`config.mk`:
```
export PLATFORM = sky130hd
export DESIGN_NAME = mlpt_merge
export DESIGN_NICKNAME = d
export VERILOG_FILES = /design/src/hw/rtl/mlpt_pkg.sv /design/src/hw/rtl/mlpt_merge.sv
export SDC_FILE = /design/constraint.sdc
export NUM_CORES = 2
export LEC_CHECK = 0
export BUFFER_PORTS_ARGS = -buffer_cell sky130_fd_sc_hd__buf_4
export CORE_MARGIN = 5
export CORE_UTILIZATION = 45
export CTS_CLUSTER_DIAMETER = 120
export DETAILED_ROUTE_END_ITERATION = 7
export GPL_TIMING_DRIVEN = 0
export HOLD_SLACK_MARGIN = 0.08
export PLACE_DENSITY = 0.72
export SYNTH_ARGS = -nofsm -noshare
export SYNTH_HDL_FRONTEND = slang
export SYNTH_SLANG_ARGS = --single-unit
```
`constraint.sdc`:
```
create_clock -name clk -period 22.7 [get_ports clk]
set_input_delay 1.135 -clock clk [delete_from_list [all_inputs] [get_ports clk]]
set_output_delay 1.135 -clock clk [all_outputs]
set_load 0.05 [all_outputs]
```
`src/hw/rtl/mlpt_pkg.sv`:
```
// Shared types, constants and fixed-point helpers for the MLP trainer core.
// No dependencies; imported by the core, lane and merge modules of the block.
package mlpt_pkg;

	localparam int DEF_VOCAB_SIZE  = 64;
	localparam int DEF_HIDDEN_SIZE = 8;
	localparam int DEF_CLASS_COUNT = 16;

	localparam logic [1:0] CMD_INFER = 2'd0;
	localparam logic [1:0] CMD_TRAIN = 2'd1;
	localparam logic [1:0] CMD_WRITE = 2'd2;

	localparam logic [1:0] CFG_LEARNING_RATE = 2'd0;
	localparam logic [1:0] CFG_THRESHOLD     = 2'd1;
	localparam logic [1:0] CFG_ACTIVE        = 2'd2;

	localparam logic [15:0] RST_LEARNING_RATE = 16'd6554;
	localparam logic [15:0] RST_THRESHOLD     = 16'd32768;
	localparam logic [4:0]  RST_ACTIVE        = 5'd16;

	// round(65536 * sigmoid(k/2)), k = 0..16
	localparam logic [16:0] SIG_TAB [0:16] = '{
		17'd32768, 17'd40793, 17'd47911, 17'd53581, 17'd57724, 17'd60565,
		17'd62428, 17'd63615, 17'd64357, 17'd64816, 17'd65097, 17'd65269,
		17'd65374, 17'd65438, 17'd65476, 17'd65500, 17'd65514
	};

	typedef struct packed {
		logic [1:0]         cmd;
		logic [63:0]        bag_bits;
		logic [3:0]         target_class;
		logic [9:0]         weight_address;
		logic signed [15:0] weight_value;
	} item_t;

	typedef struct packed {
		logic [3:0]  class_index;
		logic [15:0] score;
		logic [3:0]  winner_class;
		logic        confident;
		logic        last;
	} result_t;

	// sequencer -> hidden lanes
	typedef struct packed {
		logic               clr_h;
		logic               clr_o;
		logic [5:0]         clr_addr;
		logic               host_hw;
		logic               host_hb;
		logic               host_ow;
		logic [4:0]         host_lane;
		logic [5:0]         host_j;
		logic [3:0]         host_k;
		logic signed [15:0] host_val;
		logic [5:0]         j;
		logic [3:0]         k;
		logic               acc_init;
		logic               acc_en;
		logic               h_sig;
		logic               o_mul;
		logic               b_clr;
		logic               b_upd;
		logic               b_acc;
		logic [3:0]         k_s1;
		logic signed [17:0] dout;
		logic signed [33:0] lrd;
		logic               d_a;
		logic               d_b;
		logic               d_c;
		logic [15:0]        lr;
		logic               u_wr;
		logic [5:0]         j_s1;
	} lane_ctl_t;

	// sequencer -> class-side merge stage
	typedef struct packed {
		logic               sum_en;
		logic               act_en;
		logic [3:0]         k_act;
		logic               host_ob;
		logic [3:0]         host_k;
		logic signed [15:0] host_val;
		logic [3:0]         rd_k;
		logic [3:0]         bk;
		logic               d_ph0;
		logic               d_ph1;
		logic               d_ph2;
		logic               t_on;
		logic               k_on;
		logic [15:0]        lr;
	} merge_ctl_t;

	function automatic logic signed [15:0] sat16(input logic signed [47:0] v);
		logic signed [15:0] r;
		if (v > 48'sd32767) begin
			r = 16'sh7FFF;
		end else if (v < -48'sd32768) begin
			r = 16'sh8000;
		end else begin
			r = v[15:0];
		end
		return r;
	endfunction

	// Q.12 argument to Q0.16 sigmoid, table with linear interpolation
	function automatic logic [15:0] sigm(input logic signed [23:0] x);
		logic [23:0] m;
		logic [4:0]  i;
		logic [10:0] f;
		logic [16:0] t0;
		logic [16:0] t1;
		logic [27:0] p;
		logic [16:0] s;
		m = x[23] ? 24'(-x) : 24'(x);
		i = {1'b0, m[14:11]};
		f = m[10:0];
		t0 = SIG_TAB[i];
		t1 = SIG_TAB[i + 5'd1];
		p = 28'(t1 - t0) * 28'(f) + 28'd1024;
		if (m >= 24'd32768) begin
			s = SIG_TAB[16];
		end else begin
			s = t0 + 17'(p >> 11);
		end
		if (x[23]) begin
			s = 17'd65536 - s;
		end
		if (s > 17'd65535) begin
			s = 17'd65535;
		end
		return s[15:0];
	endfunction

	// s * (1 - s) in Q0.16, rounded
	function automatic logic [15:0] sderiv(input logic [15:0] s);
		logic [32:0] p;
		p = 33'(s) * (33'd65536 - 33'(s)) + 33'd32768;
		return p[31:16];
	endfunction

endpackage

```
`src/hw/rtl/mlpt_merge.sv`:
```
// Class-side merge stage: sums lane products, output sigmoid, output biases,
// output deltas. Uses mlpt_pkg.
module mlpt_merge #(
	parameter int HIDDEN_SIZE = mlpt_pkg::DEF_HIDDEN_SIZE,
	parameter int CLASS_COUNT = mlpt_pkg::DEF_CLASS_COUNT
) (
	input  logic                                clk,
	input  logic                                arst_n,
	input  mlpt_pkg::merge_ctl_t                ctl,
	input  logic [HIDDEN_SIZE-1:0][32:0]        prod,
	output logic [15:0]                         score,
	output logic signed [17:0]                  dout,
	output logic signed [33:0]                  lrd
);
	import mlpt_pkg::*;

	localparam int CAW = $clog2(CLASS_COUNT);

	logic signed [15:0] ob_q   [CLASS_COUNT];
	logic [15:0]        oact_q [CLASS_COUNT];
	logic signed [17:0] dout_q [CLASS_COUNT];
	logic signed [33:0] lrd_q  [CLASS_COUNT];
	logic signed [37:0] sum_q;
	logic [15:0]        dv_q;
	logic signed [17:0] dcur_q;

	logic signed [37:0] sum_d;
	logic signed [23:0] arg;
	logic signed [17:0] dout_d;
	logic signed [34:0] lp;
	logic signed [15:0] ob_new;

	always_comb begin
		sum_d = '0;
		for (int i = 0; i < HIDDEN_SIZE; i++) begin
			sum_d = sum_d + {{5{prod[i][32]}}, prod[i]};
		end
	end

	always_comb begin
		logic signed [37:0] r;
		r = (sum_q + (38'sd1 <<< 15)) >>> 16;
		arg = r[23:0] + 24'(ob_q[ctl.k_act[CAW-1:0]]);
	end

	always_comb begin
		logic signed [17:0] err;
		logic signed [34:0] p;
		logic signed [34:0] r;
		err = (ctl.t_on ? 18'sd65536 : 18'sd0) - $signed({2'b0, oact_q[ctl.rd_k[CAW-1:0]]});
		p = err * $signed({1'b0, dv_q});
		r = (p + (35'sd1 <<< 15)) >>> 16;
		dout_d = ctl.k_on ? r[17:0] : 18'sd0;
	end

	always_comb begin
		logic signed [34:0] r;
		lp = $signed({1'b0, ctl.lr}) * dcur_q;
		r = (lp + (35'sd1 <<< 19)) >>> 20;
		ob_new = sat16(48'(ob_q[ctl.rd_k[CAW-1:0]]) + 48'(r));
	end

	always_ff @(posedge clk or negedge arst_n) begin
		if (!arst_n) begin
			for (int i = 0; i < CLASS_COUNT; i++) begin
				ob_q[i] <= '0;
			end
		end else if (ctl.host_ob) begin
			ob_q[ctl.host_k[CAW-1:0]] <= ctl.host_val;
		end else if (ctl.d_ph2) begin
			ob_q[ctl.rd_k[CAW-1:0]] <= ob_new;
		end
	end

	always_ff @(posedge clk) begin
		if (ctl.sum_en) begin
			sum_q <= sum_d;
		end
		if (ctl.act_en) begin
			oact_q[ctl.k_act[CAW-1:0]] <= sigm(arg);
		end
		if (ctl.d_ph0) begin
			dv_q <= sderiv(oact_q[ctl.rd_k[CAW-1:0]]);
		end
		if (ctl.d_ph1) begin
			dcur_q <= dout_d;
			dout_q[ctl.rd_k[CAW-1:0]] <= dout_d;
		end
		if (ctl.d_ph2) begin
			lrd_q[ctl.rd_k[CAW-1:0]] <= lp[33:0];
		end
	end

	assign score = oact_q[ctl.rd_k[CAW-1:0]];
	assign dout  = dout_q[ctl.bk[CAW-1:0]];
	assign lrd   = lrd_q[ctl.bk[CAW-1:0]];
endmodule

```
==> flow_summary.json <==
{
  "layout.nets": 11000,
  "synthesis.area_mm2": 0.106,
  "outcome": "completed",
  "hp-class": "in2async",
  "wl_per_cell_um": 24.9,
  "tightest_slew_ns": 1.36,
  "path_buf_inv": 12,
  "ys_seq_area_share_pct": 38.5,
  "cts_hold_buf": 0,
  "clk_latency_ns": 0.81,
  "post-route-min-period_ns": 21.22,
  "clk_path_buf_depth": 3,
  "antenna_found_initial": 14,
  "die_w_um": 495,
  "io_buffers": 352,
  "track_usage_pct": 25.2,
  "utilization_pct": 50.5,
  "rsz0062_at_grt": "false",
  "syn2layout_area_growth_pct": 12.0,
  "dpl.cell_count": 12000,
  "dp_hpwl_um": 234000,
  "clock.fmax_mhz": 47.1,
  "instances_no_fill": 12300,
  "critPathTopFamily": "compound AO/OA/AOI/OAI gates",
  "synthesis.instances": 8448,
  "globalplace.congestion": 0.986,
  "postRouteAntennaNets": 0,
  "cp_slowest_cell": "o2bb2ai_1",
  "arrival_ns": 21.60,
  "viasPerCell": 5.75,
  "min_period_over_period_pct": 93.5,
  "core_mm2": 0.235,
  "ctsResizeCount": 0,
  "avgSynthCellArea_um2": 12.5,
  "die_h_um": 495,
  "htree_levels": 4,
  "rows": 178,
  "skew_ns": 0.0489,
  "layout-drive-gt1-share_pct": 14.0,
  "synthFlopType": "edfxtp_1",
  "grt_max_degree": 102,
  "async_flop_share_pct": 18.3,
  "slew_viol_final": 0,
  "timing.slew.headroom_pct": 8.96,
  "overflow": 0,
  "setup_tns_ns": 0,
  "drt_iter0_drc": 6825,
  "clock-root-buffer": "clkbuf_16",
  "cts.sinks": 1401,
  "io_pins": 390,
  "end_kind": "flip-flop",
  "dr.pass1.iters": 6,
  "grt_pass1_wl_um": 466000,
  "totalWireLength_um": 306000,
  "ys_warn_count": 0,
  "cp_data_required_time_ns": 23.08,
  "drc": 0,
  "cp_max_fo": 17,
  "grt_pass1_vias": 76000,
  "numCtsBuffers": 145,
  "cts_tree": "done",
  "dieArea_mm2": 0.245,
  "synth_edf_count": 1145,
  "cts_setup_buffers": 0,
  "synth.distinct_cells": 92,
  "finalHoldViolations": 0,
  "setup_violations": 0,
  "vias": 70600,
  "crit_path_start_kind": "primary input",
  "ys_ff_latch": 1401,
  "path_clk_slew_ns": 0.05,
  "path_class": "in2reg",
  "start_util_pct": 45.1,
  "maxCapViolations": 0,
  "max_stage_delay_ns": 1.00
}
worst paths after layout:
kind                                start           end  slack (ns)  depth (start not counted)
worst max-delay path              ctl[51]  oact_q[1][9]        1.48                         65
max in group asynchronous          arst_n     ob_q[227]       21.09                          3
worst max register to register   ob_q[64]  oact_q[1][9]        3.06                         62
min in group clk                ob_q[216]     ob_q[216]        0.57                          2
worst min register to register  ob_q[216]     ob_q[216]        0.57                          2
worst min-delay path               arst_n      ob_q[77]        0.28                          1
synthesized netlist by cell type (17+ instances only):
master / instances / area share, %
a211oi_1: 28 / 0.20
a21o_1: 42 / 0.30
a21oi_1: 380 / 1.8
a31oi_1: 25 / 0.15
and2_1: 202 / 1.2
and3_1: 42 / 0.25
buf_1: 56 / 0.20
buf_2: 31 / 0.15
clkbuf_1: 306 / 1.1
dfrtp_1: 256 / 6.0
edfxtp_1: 1145 / 32
fa_1: 1162 / 22
ha_1: 510 / 6.0
inv_1: 1448 / 5.1
mux4_2: 479 / 10
nand2_1: 415 / 1.5
nand2b_1: 242 / 1.4
nand3_1: 70 / 0.33
nand4_1: 21 / 0.12
nor2_1: 391 / 1.4
nor2b_1: 166 / 0.98
nor3_1: 80 / 0.38
o21a_1: 36 / 0.25
o21ai_0: 88 / 0.42
o21ai_1: 30 / 0.14
o22ai_1: 265 / 1.6
o31ai_1: 17 / 0.12
or2_2: 29 / 0.17
or3_1: 29 / 0.17
xnor2_1: 134 / 1.1
xor2_1: 71 / 0.59
cell usage in the layout (no fill, tap or decap), types with 36 or more instances in the layout:
| cell | netlist | layout |
|---|---|---|
| xor2_1 | 71 | 65 |
| buf_4 | 7 | 361 |
| clkbuf_16 | 0 | 148 |
| and2_1 | 202 | 202 |
| a21o_1 | 42 | 42 |
| fa_1 | 1162 | 1162 |
| o21a_1 | 36 | 36 |
| inv_1 | 1448 | 1448 |
| mux4_2 | 479 | 479 |
| nand2_1 | 415 | 415 |
| and3_1 | 42 | 42 |
| nand2b_1 | 242 | 242 |
| a21oi_1 | 380 | 379 |
| nor2_1 | 391 | 347 |
| clkbuf_1 | 306 | 337 |
| nor3_1 | 80 | 76 |
| nand3_1 | 70 | 70 |
| o22ai_1 | 265 | 262 |
| o21ai_0 | 88 | 87 |
| nor2b_1 | 166 | 166 |
| ha_1 | 510 | 510 |
| buf_1 | 56 | 56 |
| dfrtp_1 | 256 | 256 |
| edfxtp_1 | 1145 | 1145 |
| xnor2_1 | 134 | 125 |
through the flow:
step	area (um2)	worst slack (ns)	hold WS [ns]
after floorplan	106000	5.25	0.526
after global placement	113000	0.882	0.542
after detailed placement	114000	0.997	0.558
after CTS	119000	1.76	0.245
after global routing	119000	0.295	0.289
final	119000	1.48	0.279
logic make-up after synthesis:
| logic type | after synthesis | share of synthesized area [%] |
|---|---|---|
| buffers and inverters | 1859 | 6.68 |
| AND/OR/NAND/NOR | 1751 | 8.36 |
| adder cells (fa/ha/maj) | 1672 | 28.0 |
| flip-flops | 1401 | 38.5 |
| AO/OA/AOI/OAI | 1036 | 5.97 |
| multiplexers | 517 | 10.8 |
| XOR/XNOR | 210 | 1.78 |
| other | 2 | 0.00708 |
flip-flops by register name, summed over array words and instances, names as in the netlist:
name,count
ob_q,256
lrd_q,544
dout_q,288
dcur_q,18
oact_q,256
sum_q,23
dv_q,16
worst register-to-register path, delay by kind of cell, from the launching register on:
family / cells / cell delay (ns)
compound gates: 26 / 7.72
fa+ha+maj: 12 / 4.89
simple gates: 10 / 2.10
buf+inv: 9 / 1.56
xor+xnor: 3 / 1.40
mux: 2 / 1.14
flops: 1 / 0.40
final cells by class:
type                    instances  area, um2
diodes                         10       25.0
plain buffers                 405       1630
clock buffers                 183       3870
clock inverters                80        850
fillers                     19900     116000
inverters                    1454       5460
multi-input cells            5199      58600
flip-flops and latches       1401      40800
well taps                    3150       3940
repair buffers                405       3580
per-layer routing:
layer  share of wire [%]  global-route usage [%]  up-vias
met5               0.029                       0        -
met4                 5.0                    10.7       12
met3                 9.3                    5.38      753
met2                  49                    42.1     3611
met1                  37                    31.9    36200
li1                    -                       -    30000
Power is not shown: default switching activity piles up to over one toggle a cycle in this logic, so the estimate is an artifact.
